===== src/rtl/core/amsgrad_pkg.sv =====
// shared types and constants for the amsgrad adamw parameter update block
// no dependencies

package amsgrad_pkg;

  localparam int SLOTS     = 4096;
  localparam int SLOT_BITS = $clog2(SLOTS);

  localparam logic [2:0] REG_LR    = 3'd0;
  localparam logic [2:0] REG_B1    = 3'd1;
  localparam logic [2:0] REG_B2    = 3'd2;
  localparam logic [2:0] REG_EPS   = 3'd3;
  localparam logic [2:0] REG_DECAY = 3'd4;

  localparam logic [24:0] ONE_Q24 = 25'h100_0000;

  typedef struct packed {
    logic [11:0]        param_index;
    logic signed [31:0] param_value;
    logic signed [31:0] local_gradient;
    logic signed [31:0] activation;
    logic               is_bias;
    logic [19:0]        step_number;
  } in_item_t;

  typedef struct packed {
    logic signed [31:0] new_param;
    logic               saturated;
  } out_item_t;

  typedef struct packed {
    logic [SLOT_BITS-1:0] idx;
    logic signed [31:0]   param;
    logic signed [31:0]   grad;
    logic [46:0]          grad_sq;
    logic signed [31:0]   decay_term;
    logic [24:0]          m_pow;
    logic [24:0]          v_pow;
  } work_t;

  typedef struct packed {
    logic [23:0] lr;
    logic [23:0] b1;
    logic [23:0] b2;
    logic [31:0] eps;
    logic [23:0] decay;
  } cfg_t;

endpackage


===== src/rtl/core/amsgrad_queue.sv =====
// two-entry queue of classified items between front and back end
// depends on amsgrad_pkg

module amsgrad_queue import amsgrad_pkg::*; (
  input  logic  clk,
  input  logic  rst_n,
  input  logic  push,
  input  work_t push_data,
  input  logic  pop,
  output work_t head,
  output logic  full,
  output logic  empty
);

  work_t      ent_r [2];
  logic       wr_r, rd_r;
  logic [1:0] cnt_r;

  assign full  = (cnt_r == 2'd2);
  assign empty = (cnt_r == 2'd0);
  assign head  = ent_r[rd_r];

  always_ff @(posedge clk) begin
    if (push) ent_r[wr_r] <= push_data;
  end

  always_ff @(posedge clk) begin
    if (!rst_n) begin
      wr_r  <= 1'b0;
      rd_r  <= 1'b0;
      cnt_r <= 2'd0;
    end else begin
      if (push) wr_r <= ~wr_r;
      if (pop) rd_r <= ~rd_r;
      cnt_r <= cnt_r + {1'b0, push} - {1'b0, pop};
    end
  end

endmodule


===== config.mk =====
export PLATFORM = sky130hd
export DESIGN_NAME = amsgrad_queue
export DESIGN_NICKNAME = d
export VERILOG_FILES = /design/src/rtl/core/amsgrad_pkg.sv /design/src/rtl/core/amsgrad_queue.sv
export SDC_FILE = /design/constraint.sdc
export NUM_CORES = 1
export LEC_CHECK = 0
export BUFFER_PORTS_ARGS = -buffer_cell sky130_fd_sc_hd__buf_4
export CAP_MARGIN = 20
export CORE_ASPECT_RATIO = 1.5
export CORE_MARGIN = 10
export CORE_UTILIZATION = 50
export DETAILED_ROUTE_END_ITERATION = 16
export GPL_ROUTABILITY_DRIVEN = 0
export HOLD_SLACK_MARGIN = 0.15
export PLACE_DENSITY = 0.76
export SYNTH_ARGS = -nofsm -noshare
export SYNTH_HDL_FRONTEND = slang
export SYNTH_SLANG_ARGS = --single-unit
export TNS_END_PERCENT = 30

===== constraint.sdc =====
create_clock -name clk -period 12.2 [get_ports clk]
set_input_delay 1.22 -clock clk [delete_from_list [all_inputs] [get_ports clk]]
set_output_delay 1.22 -clock clk [all_outputs]
set_load 0.02 [all_outputs]

Yosys cells after proc, flatten, opt, wreduce, memory -nomap -nowiden
Memories as Yosys holds them, arrays and structs flattened. A register that Yosys moved wholly into a read port is not among the register bits.
Cells that the tools add are included.
- input bits: 209
- latch bits: 0
- memories: 1
- output and inout port bits: 207
- bits in writable memories: 410
- flip-flop bits (word level): 4
- logic and storage cells: 14
- memory bits (read-only): 0
- memories (name ; depth ; width ; rd ports ; clocked after memory_dff ; write ports ; line ; RTL):
    ent_r ; 2 ; 205 ; 1 ; 1 ; 1 ; amsgrad_queue.sv:15 ; work_t ent_r [2];
- multiplexer cells: 4
- add/sub/neg operators: 2
- div/mod/pow operators: 0
- multiply operators: 0
- reduce and logical (&&, ||, !) cells: 1
- equal/unequal tests: 1
- shift operators: 0
- order comparisons: 0
- bitwise logic cells: 2
- operator list (operator ; count):
    $mux W1 ; 4
    $add A2 B1 Y2 ; 1
    $eq A2 B2 Y1 const B ; 1
    $logic_not A2 Y1 ; 1
    $not A1 Y1 ; 2
    $sub A2 B1 Y2 ; 1

Logic depth before layout (Yosys ltp)
Gate-level depths: netlist (run 1).
- depth in word-level cells: 3
- gate-level depth with buffers: 6
- gate-level depth less buffers: 6

Least setup slack after synthesis (run 1)
Ideal clock, no wire load.
- path type: input -> register
- start: in push
- end: reg wr_r
- cell stages on the path: 2
- slack: 1298 ps
- data arrival time: 10802 ps
- required time: 12100 ps
- buffers on the path: 0
- library setup time: 100 ps
- path through: nor2b_1 o21a_1
- RTL lines (what ; line ; RTL):
    start, declared ; amsgrad_queue.sv:7 ; input logic push,
    end signal, assigned ; amsgrad_queue.sv:33 ; if (push) wr_r <= ~wr_r;
    end, declared ; amsgrad_queue.sv:16 ; logic wr_r, rd_r;

==> summary by stage, run 1 <==
Yosys
The post-synthesis adder-cell area fraction is 0.001600. The portion of synthesized area spent on multiplexers is 0.1836. The mean cell area of the mapped netlist is 23.73 µm².

The number of instances in the synthesized netlist is 659. Of the total synthesized cell area, the portion taken by XOR and XNOR cells is 0.002000. The library cell with the largest summed area after synthesis is sky130_fd_sc_hd__edfxtp_1. The post-synthesis cell type count is 14. The post-synthesis instance area is 0.01564 mm².

The Yosys step of the flow raised 0 warnings. The post-synthesis compound-gate area fraction is 0.0004801. The number of nets handed over by synthesis was 870. The proportion of netlist area held by the largest area contributor is 0.7874.

The synthesized-area fraction occupied by and/or/nand/nor cells is 0.003441. Ranked by total cell area, the synthesized netlist is headed by sky130_fd_sc_hd__edfxtp_1, sky130_fd_sc_hd__mux2_4, sky130_fd_sc_hd__mux2_2. The combinational family with the most area after synthesis is multiplexers. The sequential share of the synthesized area is 0.7938. The register bit total from synthesis is 415.

Routing
After detailed routing, the average wire length per cell comes to 23.45 µm. The number of vias after detailed routing is 7,755. Dividing the detail-routed via count by the number of cells gives 5.046.

Once detail routing completed, the nets flagged for antenna violations numbered 0. Summed over all layers, the routed wires come to 36,040 µm. The total iterations of the first detailed-routing run is 4. The iteration-0 DRC count of the detailed router is 359. For this run, design rule violations remaining after detail routing come to 0.

STA
Timing would allow up to 214.4 MHz. The relative max-transition margin is 0.3175. The final-layout setup total negative slack is 0 ns. The slack of the critical path is 7.536 ns. Dividing the final minimum period by the clock period gives 0.3823. The max-slew violation total from the final report was 0. The measured slew at the worst slew-check pin is 1.024 ns. Setup violations remaining at the end of the flow were counted as 0. Setup repair after global routing left no endpoint under its margin. The number of hold-slack violations in the final timing report came to 0. On the final layout, the worst clock skew is 0.008038 ns. The worst path in the final design needs a cycle of 4.664 ns, including I/O delays and setup. The final worst hold slack is 0.5718 ns.

Critical path
The critical path startpoint category is a flip-flop. The number of cells on the worst reg-to-reg path is 3. The endpoint type of the worst setup path is an output port. The startpoint identified for the worst register-to-register timing path is wr_r$_SDFFE_PN0P_. The destination of the worst register-to-register timing path is ent_r[0][76]$_DFFE_PP_. The worst setup path endpoint is head[61]. Along the worst path, the maximum fanout reaches 112. The required time reported for the critical path endpoint is 10.98 ns. The worst setup path category is flip-flop to output port. The reg-to-reg setup timing slack is 9.64 ns.

Data on the critical path arrives at its endpoint at 3.44 ns.

Clocking
After clock tree synthesis, the clock-pin slew on the worst setup and hold paths is 0.06 ns. TritonCTS built the clock tree. Counting every sink on the clock net gives 415. The number of levels the H-tree was split into is 2. Clock tree synthesis inserted a total of 38 buffers. After clock tree synthesis, the setup repair step added 0 buffers. The buffer type at the clock tree root is sky130_fd_sc_hd__clkbuf_16. Hold repair after CTS inserted 0 buffers. Clock latency on the worst-skew pair, taken at its later pin, is 0.53 ns. After clock tree synthesis, the repair step resized 0 gates.

The buffer depth of the longest clock path is 3.

Cells and area
The fraction of layout instances using a drive strength above 1 is 0.6048. The number of fillers in the final layout is 2,101. The final net count is 1,309. The finished cells cover 0.02029 mm². The register area is 0.01242 mm². The area of combinational cells with multiple inputs is 0.002999 mm².

The area added between synthesis and finish is 29.78%.

Place
The cell area after placement is 0.01911 mm². The pre-CTS setup slack is 7.998 ns. The detailed-placement wirelength estimate is 25,940 µm. The total of buffers placed on input and output ports is 415.

GRT
In the global route stage, overall resource usage came out at 0.1782. The initial antenna violation count was 6. The overflow left after global routing is 0. The wire length of the first global-routing pass is 51,650 µm. The via count of the first global-routing pass is 8,483. The pin count of the biggest net entering global routing is 113.

Run
The total of max-cap violations is 0.

Power
IR analysis of the VDD net gives a maximum drop of 0.1670 mV. The reported leakage power is 7.892 nW. Power spread over the standard cell area amounts to 160.9 mW/mm².

Worst hold path
In this run the worst hold path is classified as flip-flop to flip-flop.

Floorplanning
After floorplanning, the core was sized to cover 0.03094 mm². Measured along the y axis, the die boundary spans 236.6 µm. The die covers 0.03889 mm². The initial standard-cell utilization of the core is 0.5054. The number of primary I/O pins is 416. The horizontal extent of the die is 164.4 µm. After floorplanning, the core was divided into 79 placement rows.

Run status
The run finished with clean final reports.
-- synthesized netlist by cell type, drive strengths merged --
cell	number
mux2	205
inv	2
ha	2
dfxtp	5
o21a	1
xor2	1
edfxtp	410
xnor3	1
nor2	1
and2	4
buf	23
nor2b	4
-- per-layer routing --
metal | up-vias | GRT usage | wire length [µm]
li1 | 3494 | - | -
met1 | 3872 | 0.1699 | 11490
met2 | 304 | 0.3252 | 20080
met3 | 85 | 0.05141 | 2531
met4 | 0 | 0.1084 | 1936
met5 | - | 0 | 0
-- placed cells by master, fill, tap and decap left out --
cell type | synthesis | routed
sky130_fd_sc_hd__diode_2 | 0 | 6
sky130_fd_sc_hd__inv_6 | 0 | 1
sky130_fd_sc_hd__inv_1 | 2 | 2
sky130_fd_sc_hd__ha_1 | 2 | 2
sky130_fd_sc_hd__xor2_1 | 1 | 1
sky130_fd_sc_hd__bufinv_16 | 0 | 2
sky130_fd_sc_hd__mux2_2 | 55 | 55
sky130_fd_sc_hd__dfxtp_4 | 0 | 1
sky130_fd_sc_hd__o21a_1 | 1 | 1
sky130_fd_sc_hd__clkbuf_8 | 0 | 1
sky130_fd_sc_hd__clkbuf_16 | 0 | 39
sky130_fd_sc_hd__dfxtp_1 | 5 | 4
sky130_fd_sc_hd__buf_4 | 0 | 421
sky130_fd_sc_hd__nor2_1 | 1 | 1
sky130_fd_sc_hd__nor2b_1 | 4 | 3
sky130_fd_sc_hd__nor2b_4 | 0 | 1
sky130_fd_sc_hd__buf_12 | 0 | 1
sky130_fd_sc_hd__clkbuf_1 | 0 | 8
sky130_fd_sc_hd__clkinv_1 | 0 | 9
sky130_fd_sc_hd__edfxtp_1 | 410 | 410
sky130_fd_sc_hd__xnor3_1 | 1 | 1
sky130_fd_sc_hd__clkinvlp_4 | 0 | 2
sky130_fd_sc_hd__clkinv_2 | 0 | 6
sky130_fd_sc_hd__and2_1 | 4 | 3
sky130_fd_sc_hd__and2_4 | 0 | 1
sky130_fd_sc_hd__mux2_4 | 150 | 150
-- worst min-delay path by stage --
stage,endpoint,slack [ns],cells after the start,startpoint
2_1_floorplan,flip-flop,0.55,2,rd_r$_SDFFE_PN0P_
3_3_place_gp,flip-flop,0.56,2,rd_r$_SDFFE_PN0P_
3_5_place_dp,flip-flop,0.56,2,rd_r$_SDFFE_PN0P_
4_1_cts,flip-flop,0.57,2,rd_r$_SDFFE_PN0P_
5_1_grt,flip-flop,0.60,2,rd_r$_SDFFE_PN0P_
6_report,flip-flop,0.57,2,rd_r$_SDFFE_PN0P_
-- cell families (layout without fill, tap and decap cells) --
kind of cell / count (synthesis) / in the layout
buffers and inverters: 25 / 492
other: 0 / 6
AOI/OAI and AO/OA: 1 / 1
xor gates and xnor gates: 2 / 2
DFF: 415 / 415
muxes: 205 / 205
and+or+nand+nor: 9 / 9
adders and majority gates: 2 / 2
-- cell type report --
class / count / area share
antenna: 6 / 0.0007399
clock buffer: 48 / 0.05025
clock inverter: 20 / 0.007276
inverter: 2 / 0.0003700
multi-input combinational: 219 / 0.1478
sequential: 415 / 0.6119
tap: 405 / 0.02497
timing repair buffer: 422 / 0.1567
-- power by group --
part	switching, mW	leakage [nW]	internal (mW)
Combinational	0.236	3.43	0.238
Sequential	0.0273	3.89	1.65
Clock	0.478	0.568	0.635
-- state kept, by name, indices dropped and copies added, names as in the netlist, named ones only --
register  cells
cnt_r         2
wr_r          1
rd_r          1
ent_r       410
-- worst max-delay path, cell delays in order, from the launching register on --
cell and delay (ns):
sky130_fd_sc_hd__dfxtp_4 0.84, sky130_fd_sc_hd__buf_12 0.66, sky130_fd_sc_hd__buf_4 0.78, sky130_fd_sc_hd__mux2_4 0.36, sky130_fd_sc_hd__buf_4 0.16
-- per-stage QoR --
step / cells / power (mW) / util
floorplan: 659 / 1.996 / -
global placement: 1463 / 2.179 / 0.6177
detailed placement: 1463 / 2.189 / 0.6177
CTS: 1531 / 3.308 / 0.6554
global route: 1537 / 3.379 / 0.6559
finish: 1537 / 3.265 / 0.6559
Note: power is estimated with default switching activity, not from simulation.
==> run 2: changes to the inputs <==
- CORE_UTILIZATION: 50 -> 47
- PLACE_DENSITY: 0.76 -> 0.75
- clock period: 12.2 -> 4.1 ns (I/O delays scaled with it)
==> run 2 against run 1 <==
Critical path depth fell by 1. Total power rose to 3.2 times the previous value. Global-route usage rose by 1.2 points. Via count rose by 12%. Flip-flop and latch count did not move. Largest cell class unchanged. Largest power group unchanged. Highest routed layer unchanged.
==> summary by stage, run 2 (synthesized netlist as in run 1, its figures left out) <==
Run status
The run finished with clean final reports.

Critical path
The endpoint type of the worst setup path is an output port. The signal arrival time at the worst endpoint was 2.52 ns (-0.92 ns). The slowest stage of the critical path belongs to the cell sky130_fd_sc_hd__dfxtp_4. The critical path goes through buf_12 -> mux2_4 -> buf_4. The worst setup path category is flip-flop to output port. The worst reg2reg path startpoint is wr_r$_SDFFE_PN0P_. The critical path startpoint category is a flip-flop.

The largest incremental delay on the critical path is 0.98 ns (+0.14 ns). The required time reported for the critical path endpoint came to 3.69 ns (-7.29 ns). The largest driver fanout on the critical path is 53 (-53%).

GRT
The overflow left after global routing is 0 (unchanged). The initial antenna violation count is 10 (+4). In this run the most used layer during global routing was met2. The global routing met2 resource utilization is 0.3416 (+0.01642). The met1 global-route usage was 0.1914 (+0.02147). The wire length of the first global-routing pass is 59,580 µm (+15%). The pin count of the biggest net entering global routing is 126 (+12%). The met3 track demand over resource in global routing was 0.05124 (-0.0001660). The total global routing track utilization is 0.1907 (+0.01245).

The via count of the first global-routing pass is 9,637 (+14%).

STA
The final worst-path cycle share is 0.7149. The clock tree skew after final layout was 0.01211 ns (+0.004076 ns). The relative max-transition margin is 0.2784 (-0.03913).

The max-slew violation total from the final report is 0 (unchanged). The final count of negative-setup-slack endpoints is 0 (unchanged). The time the final worst path needs with I/O delays and setup is 2.931 ns. The measured slew at the worst slew-check pin is 1.082 ns (+0.05869 ns). The number of hold-slack violations in the final timing report is 0 (unchanged).

The maximum frequency from static timing analysis is 341.2 MHz. The final-layout setup total negative slack is 0 ns (unchanged). Setup repair after global routing left no endpoint under its margin.

Cells and area
The final net count was 1,522 (+16%). The number of fillers in the final layout is 1,958 (-6.8%). The final core utilization came to 0.6918 (+0.03590).

The number of flip-flops in the largest register is 410 (unchanged). Leaving out fill and tap cells, the most frequent cells in the layout are sky130_fd_sc_hd__buf_4, sky130_fd_sc_hd__edfxtp_1, sky130_fd_sc_hd__dlygate4sd3_1, sky130_fd_sc_hd__mux2_4, sky130_fd_sc_hd__mux2_2. The largest register by flop count is ent_r. The register area came to 0.01242 mm² (unchanged). The fraction of layout instances using a drive strength above 1 is 0.5164 (-0.08838). The area added between synthesis and finish is 44.83%. The area of combinational cells with multiple inputs was 0.002999 mm² (unchanged). The final standard cell area without fillers was 0.02265 mm² (+12%). In the final layout, the registers with the most flip-flops are ent_r (410), cnt_r (2). The most frequent standard cell in the layout excluding fill and tap cells is sky130_fd_sc_hd__buf_4.

Routing
The number of routed nets with antenna violations is 0 (unchanged). The iteration-0 DRC count of the detailed router is 420 (+17%). The number of remaining DRC errors is 0 (unchanged). The routed wire length per instance is 22.98 µm (-2.0%).

The post-detailed-route via-to-cell ratio is 4.903 (-2.8%). The number of vias after detailed routing is 8,653 (+12%). The final routed wirelength across all metal layers was 40,560 µm (+13%). The total iterations of the first detailed-routing run came to 4 (unchanged).

Floorplanning
The area inside the core boundary is 0.03274 mm² (+5.8%). The die height is 243.4 µm (+2.9%). The full die area was 0.04111 mm² (+5.7%). The horizontal extent of the die came to 168.9 µm (+2.8%). The number of primary I/O pins is 416 (unchanged). The row count is 81 (+2.5%). The initial standard-cell utilization of the core is 0.4777 (-0.02774).

Power
The areal power density over the cells came to 455.6 mW/mm² (+180%). The switching power of the nets is 2.356 mW (+220%). The total design power came to 10.32 mW (+220%). The sequential share of power was 0.484 (-0.030).

The clock network fraction of design power is 0.358 (+0.017). The reported leakage power was 8.877 nW (+12%). The switching portion of total power is 0.2284 (+0.001340). The share of total power in combinational logic came to 0.158 (+0.013).

The internal power of the cells came to 7.961 mW (+220%). The maximum vdd drop is 0.5550 mV (+230%).

Clocking
The number of levels the H-tree was split into is 2 (unchanged). Clock tree synthesis selected as its root buffer the cell sky130_fd_sc_hd__clkbuf_16. The CTS tree is built. The setup fix buffers added after clock tree synthesis came to 0 (unchanged). The clock sink count is 415 (unchanged). The post-CTS clock slew at the launch and capture registers of the worst setup and hold paths was 0.06 ns (about the same). The buffer depth of the longest clock path was 3 (unchanged).

The latest clock arrival within the worst-skew pair is 0.53 ns (about the same). The clock buffer count from CTS came to 39 (+2.6%).

Place
The cell area after placement was 0.01924 mm² (+0.69%). The detailed-placement wirelength estimate is 26,150 µm (+0.82%). The total of buffers placed on input and output ports is 415 (unchanged).

Worst hold path
The startpoint of the tightest hold check path is pop. The min-delay analysis places its worst path in the category input port to flip-flop.

Run
The total of max-cap violations came to 0 (unchanged).
## run 2: final cells by class
| type | count | share of cell area |
|---|---|---|
| sequential | 415 | 0.5483 |
| timing repair buffer | 634 | 0.2368 |
| multi-input combinational | 219 | 0.1324 |
| clock buffer | 45 | 0.04597 |
| tap | 415 | 0.02293 |
| clock inverter | 25 | 0.01216 |
| antenna | 10 | 0.001105 |
| inverter | 2 | 0.0003315 |
## run 2: critical path: cells and delay by family, from the launching register on
kind                   cells  cell delay [ns]
flip-flops                 1             0.98
buffers and inverters      2             0.57
multiplexers               1             0.35
## run 2: routing by layer
metal | wire length, µm | up-vias
li1 | - | 3938
met2 | 22090 | 336
met1 | 13480 | 4266
met4 | 2235 | 0
met5 | 0 | -
met3 | 2754 | 113
## run 2: metrics by stage
step	hold slack (ns)	std cells	setup WS (ns)
after global routing	0.2002	1765	1.051
after floorplan	0.5089	659	-1.521
after CTS	0.1817	1755	1.117
final	0.2132	1765	1.169
after detailed placement	0.5571	1479	1.711
after global placement	0.5599	1479	1.710
## run 2: timing repair
| item | CTS | global route |
|---|---|---|
| resized for setup | 0 | 0 |
| endpoints found under the hold margin | 415 | 0 |
| hold buffers | 206 | 0 |
## run 2: final timing paths
check / to / slack, ns / depth (start not counted)
setup / recovery: head[200] / 1.17 / 3
hold / removal: flip-flop / 0.21 / 3
setup reg to reg: ent_r[1][11]$_DFFE_PP_ / 2.04 / 2
hold reg to reg: flip-flop / 0.57 / 2
## run 2: power groups by stage
stage                     registers [mW]  clock network [mW]  logic, mW
after CTS                           4.99                3.77       1.63
after floorplan                     5.06                   0      0.846
after detailed placement            5.08                   0       1.45
final                               5.00                3.69       1.63
after global routing                5.01                3.95       1.71
after global placement              5.07                   0       1.43
==> run 3: changes to the inputs <==
- CORE_UTILIZATION: 47 -> 50
- PLACE_DENSITY: 0.75 -> 0.76
- clock period: 4.1 -> 2.8 ns (I/O delays scaled with it)
==> run 3 against run 2 <==
First-iteration DRC count rose by 7.4%. Combinational power rose by 49%. Register-to-register slack got worse by 0.83 ns. Flip-flop and latch count did not move. Total power rose by 44%. Highest routed layer unchanged. Hold slack improved by 0.26 ns. Clock power rose by 40%. Largest power group unchanged. Clock-buffer cell count rose by 5. Sequential power rose by 46%. Worst setup slack got worse by 0.77 ns. Critical path type unchanged.
==> summary by stage, run 3 (synthesized netlist as in run 1, its figures left out) <==
STA
The clock tree skew after final layout is 0.009738 ns (-0.002376 ns). Setup repair after global routing left no endpoint under its margin. The final count of negative-setup-slack endpoints came to 0 (unchanged). The measured slew at the worst slew-check pin was 0.8301 ns (-0.2524 ns). The number of hold-slack violations in the final timing report was 0 (unchanged). The max-slew violation total from the final report is 0 (unchanged). Of the available clock period, the critical path in the final layout requires 0.8565.

Derived from the worst setup path, the maximum achievable clock frequency is 417.0 MHz. The slack of the critical path was 0.4017 ns (-0.7672 ns). Subtracting the final worst setup slack from the clock period gives 2.398 ns.

The relative max-transition margin is 0.4466 (+0.1683).

Routing
The iteration-0 DRC count of the detailed router is 451 (+7.4%). The post-detailed-route via-to-cell ratio came to 5.040 (+2.8%). The final routed wirelength across all metal layers is 41,630 µm (+2.6%). The number of remaining DRC errors was 0 (unchanged). The number of routed nets with antenna violations came to 0 (unchanged). The routed wire length per instance is 23.71 µm (+3.2%).

The number of vias after detailed routing is 8,851 (+2.3%). The total iterations of the first detailed-routing run came to 4 (unchanged).

Critical path
The reg-to-reg setup timing slack was 1.21 ns (-0.83 ns). The worst-case reg-to-reg path depth is 2 (unchanged). The worst register-to-register path begins at wr_r$_SDFFE_PN0P_.

The worst setup path category is flip-flop to output port. The largest individual stage delay along the critical path comes from the cell sky130_fd_sc_hd__dfxtp_4. The destination of the worst register-to-register timing path is ent_r[0][159]$_DFFE_PP_. The worst setup path endpoint is head[120]. The signal arrival time at the worst endpoint came to 2.12 ns (-0.40 ns). The largest driver fanout on the critical path is 43 (-19%). The largest incremental delay on the critical path came to 0.65 ns (-0.33 ns). Walking the worst path, the cells encountered are buf_12 -> mux2_4 -> buf_4.

The required time reported for the critical path endpoint came to 2.52 ns (-1.17 ns). The endpoint type of the worst setup path is an output port. The worst setup path is launched from a flip-flop.

Cells and area
The largest registers in the layout are ent_r (410), cnt_r (2). The area added between synthesis and finish is 44.79% (about the same). The final core utilization is 0.7318 (+0.04001). The largest register by flop count is ent_r. The number of flip-flops in the largest register is 410 (unchanged).

The final net count is 1,527 (+0.33%). The library cell used most frequently in the layout, excluding fill and tap cells, is sky130_fd_sc_hd__buf_4. The number of fillers in the final layout is 1,715 (-12%).

The fraction of layout instances using a drive strength above 1 is 0.5167 (about the same). In the layout the commonest cells are sky130_fd_sc_hd__buf_4, sky130_fd_sc_hd__edfxtp_1, sky130_fd_sc_hd__dlygate4sd3_1, sky130_fd_sc_hd__mux2_4, sky130_fd_sc_hd__mux2_2.

Clocking
The post-CTS clock slew at the launch and capture registers of the worst setup and hold paths is 0.06 ns (about the same). The hold buffer count at cts came to 209 (+1.5%). The setup fix buffers added after clock tree synthesis was 0 (unchanged).

The CTS tree is built. The buffer depth of the longest clock path is 3 (unchanged). The clock buffer count from CTS came to 38 (-2.6%). The latest clock arrival within the worst-skew pair is 0.52 ns (about the same). Clock tree synthesis selected as its root buffer the cell sky130_fd_sc_hd__clkbuf_16.

The clock sink count is 415 (unchanged). The number of gates resized after cts is 0 (unchanged). The number of levels the H-tree was split into came to 2 (unchanged).

Floorplanning
The initial standard-cell utilization of the core is 0.5054 (+0.02774). The row count came to 79 (-2.5%). The number of primary I/O pins is 416 (unchanged). The full die area came to 0.03889 mm² (-5.4%).

The die height is 236.6 µm (-2.8%). The area inside the core boundary is 0.03094 mm² (-5.5%). The horizontal extent of the die was 164.4 µm (-2.7%).

Run
The total of max-cap violations is 0 (unchanged).

GRT
The overflow left after global routing was 0 (unchanged). The wire length of the first global-routing pass is 60,690 µm (+1.9%). The initial antenna violation count was 5 (-5). The pin count of the biggest net entering global routing is 91 (-28%). The total global routing track utilization is 0.2079 (+0.01723). The via count of the first global-routing pass is 9,954 (+3.3%).

Place
The detailed-placement wirelength estimate was 26,820 µm (+2.6%). The total of buffers placed on input and output ports came to 415 (unchanged). The pre-CTS setup slack is 0.9613 ns (-0.7502 ns).

Worst hold path
The classification of the worst-slack hold path is input port to flip-flop.

Power
The maximum vdd drop is 0.7284 mV (+31%). The areal power density over the cells is 657.4 mW/mm² (+44%). The reported leakage power is 8.886 nW (+0.10%).

Run status
The flow ran to the end, and the final reports show no timing, DRC or antenna violations.
run 3: where the power goes:
part | internal, mW | switching, mW
Clock | 2.98 | 2.17
Sequential | 7.19 | 0.116
Combinational | 1.26 | 1.17
Total | 11.4 | 3.46
run 3: critical path: cells and delay by family, from the launching register on:
family | cells | cell delay (ns)
flops | 1 | 0.65
buf+inv | 2 | 0.50
mux | 1 | 0.34
run 3: how the worst min path moves through the flow:
stage | from | to | depth (start not counted)
global placement | push_data[5] | ent_r[0][5]$_DFFE_PP_ | 1
floorplan | push_data[0] | ent_r[0][0]$_DFFE_PP_ | 0
CTS | push_data[172] | ent_r[1][172]$_DFFE_PP_ | 2
detailed placement | push_data[185] | ent_r[1][185]$_DFFE_PP_ | 1
global route | push_data[157] | ent_r[0][157]$_DFFE_PP_ | 2
finish | push_data[11] | ent_r[1][11]$_DFFE_PP_ | 2
run 3: through the flow:
stage                     cell area (µm²)  TNS, ns  instances  hold slack (ns)  power, mW
final                               22640        0       1756           0.4743      14.88
after global routing                22640        0       1756           0.4663      15.34
after CTS                           22630        0       1750           0.4509      14.96
after detailed placement            19290        0       1472           0.4675      9.591
after global placement              19290        0       1472           0.4649      9.540
after floorplan                     15650  -309.62        659           0.3789      8.640
run 3: final cells by class:
type,instances,area [µm²],share of cell area
tap,405,506.7,0.02238
clock buffer,50,1070,0.04725
antenna,6,15.01,0.0006632
sequential,415,12420,0.5484
inverter,2,7.507,0.0003316
clock inverter,19,172.7,0.007626
timing repair buffer,640,5453,0.2408
multi-input combinational,219,2999,0.1325
run 3: metal layers:
layer,share of wire,global-route usage,up-vias
li1,-,-,3938
met1,0.32,0.2032,4435
met2,0.55,0.3844,375
met3,0.069,0.05366,103
met4,0.054,0.1138,0
met5,0,0,-
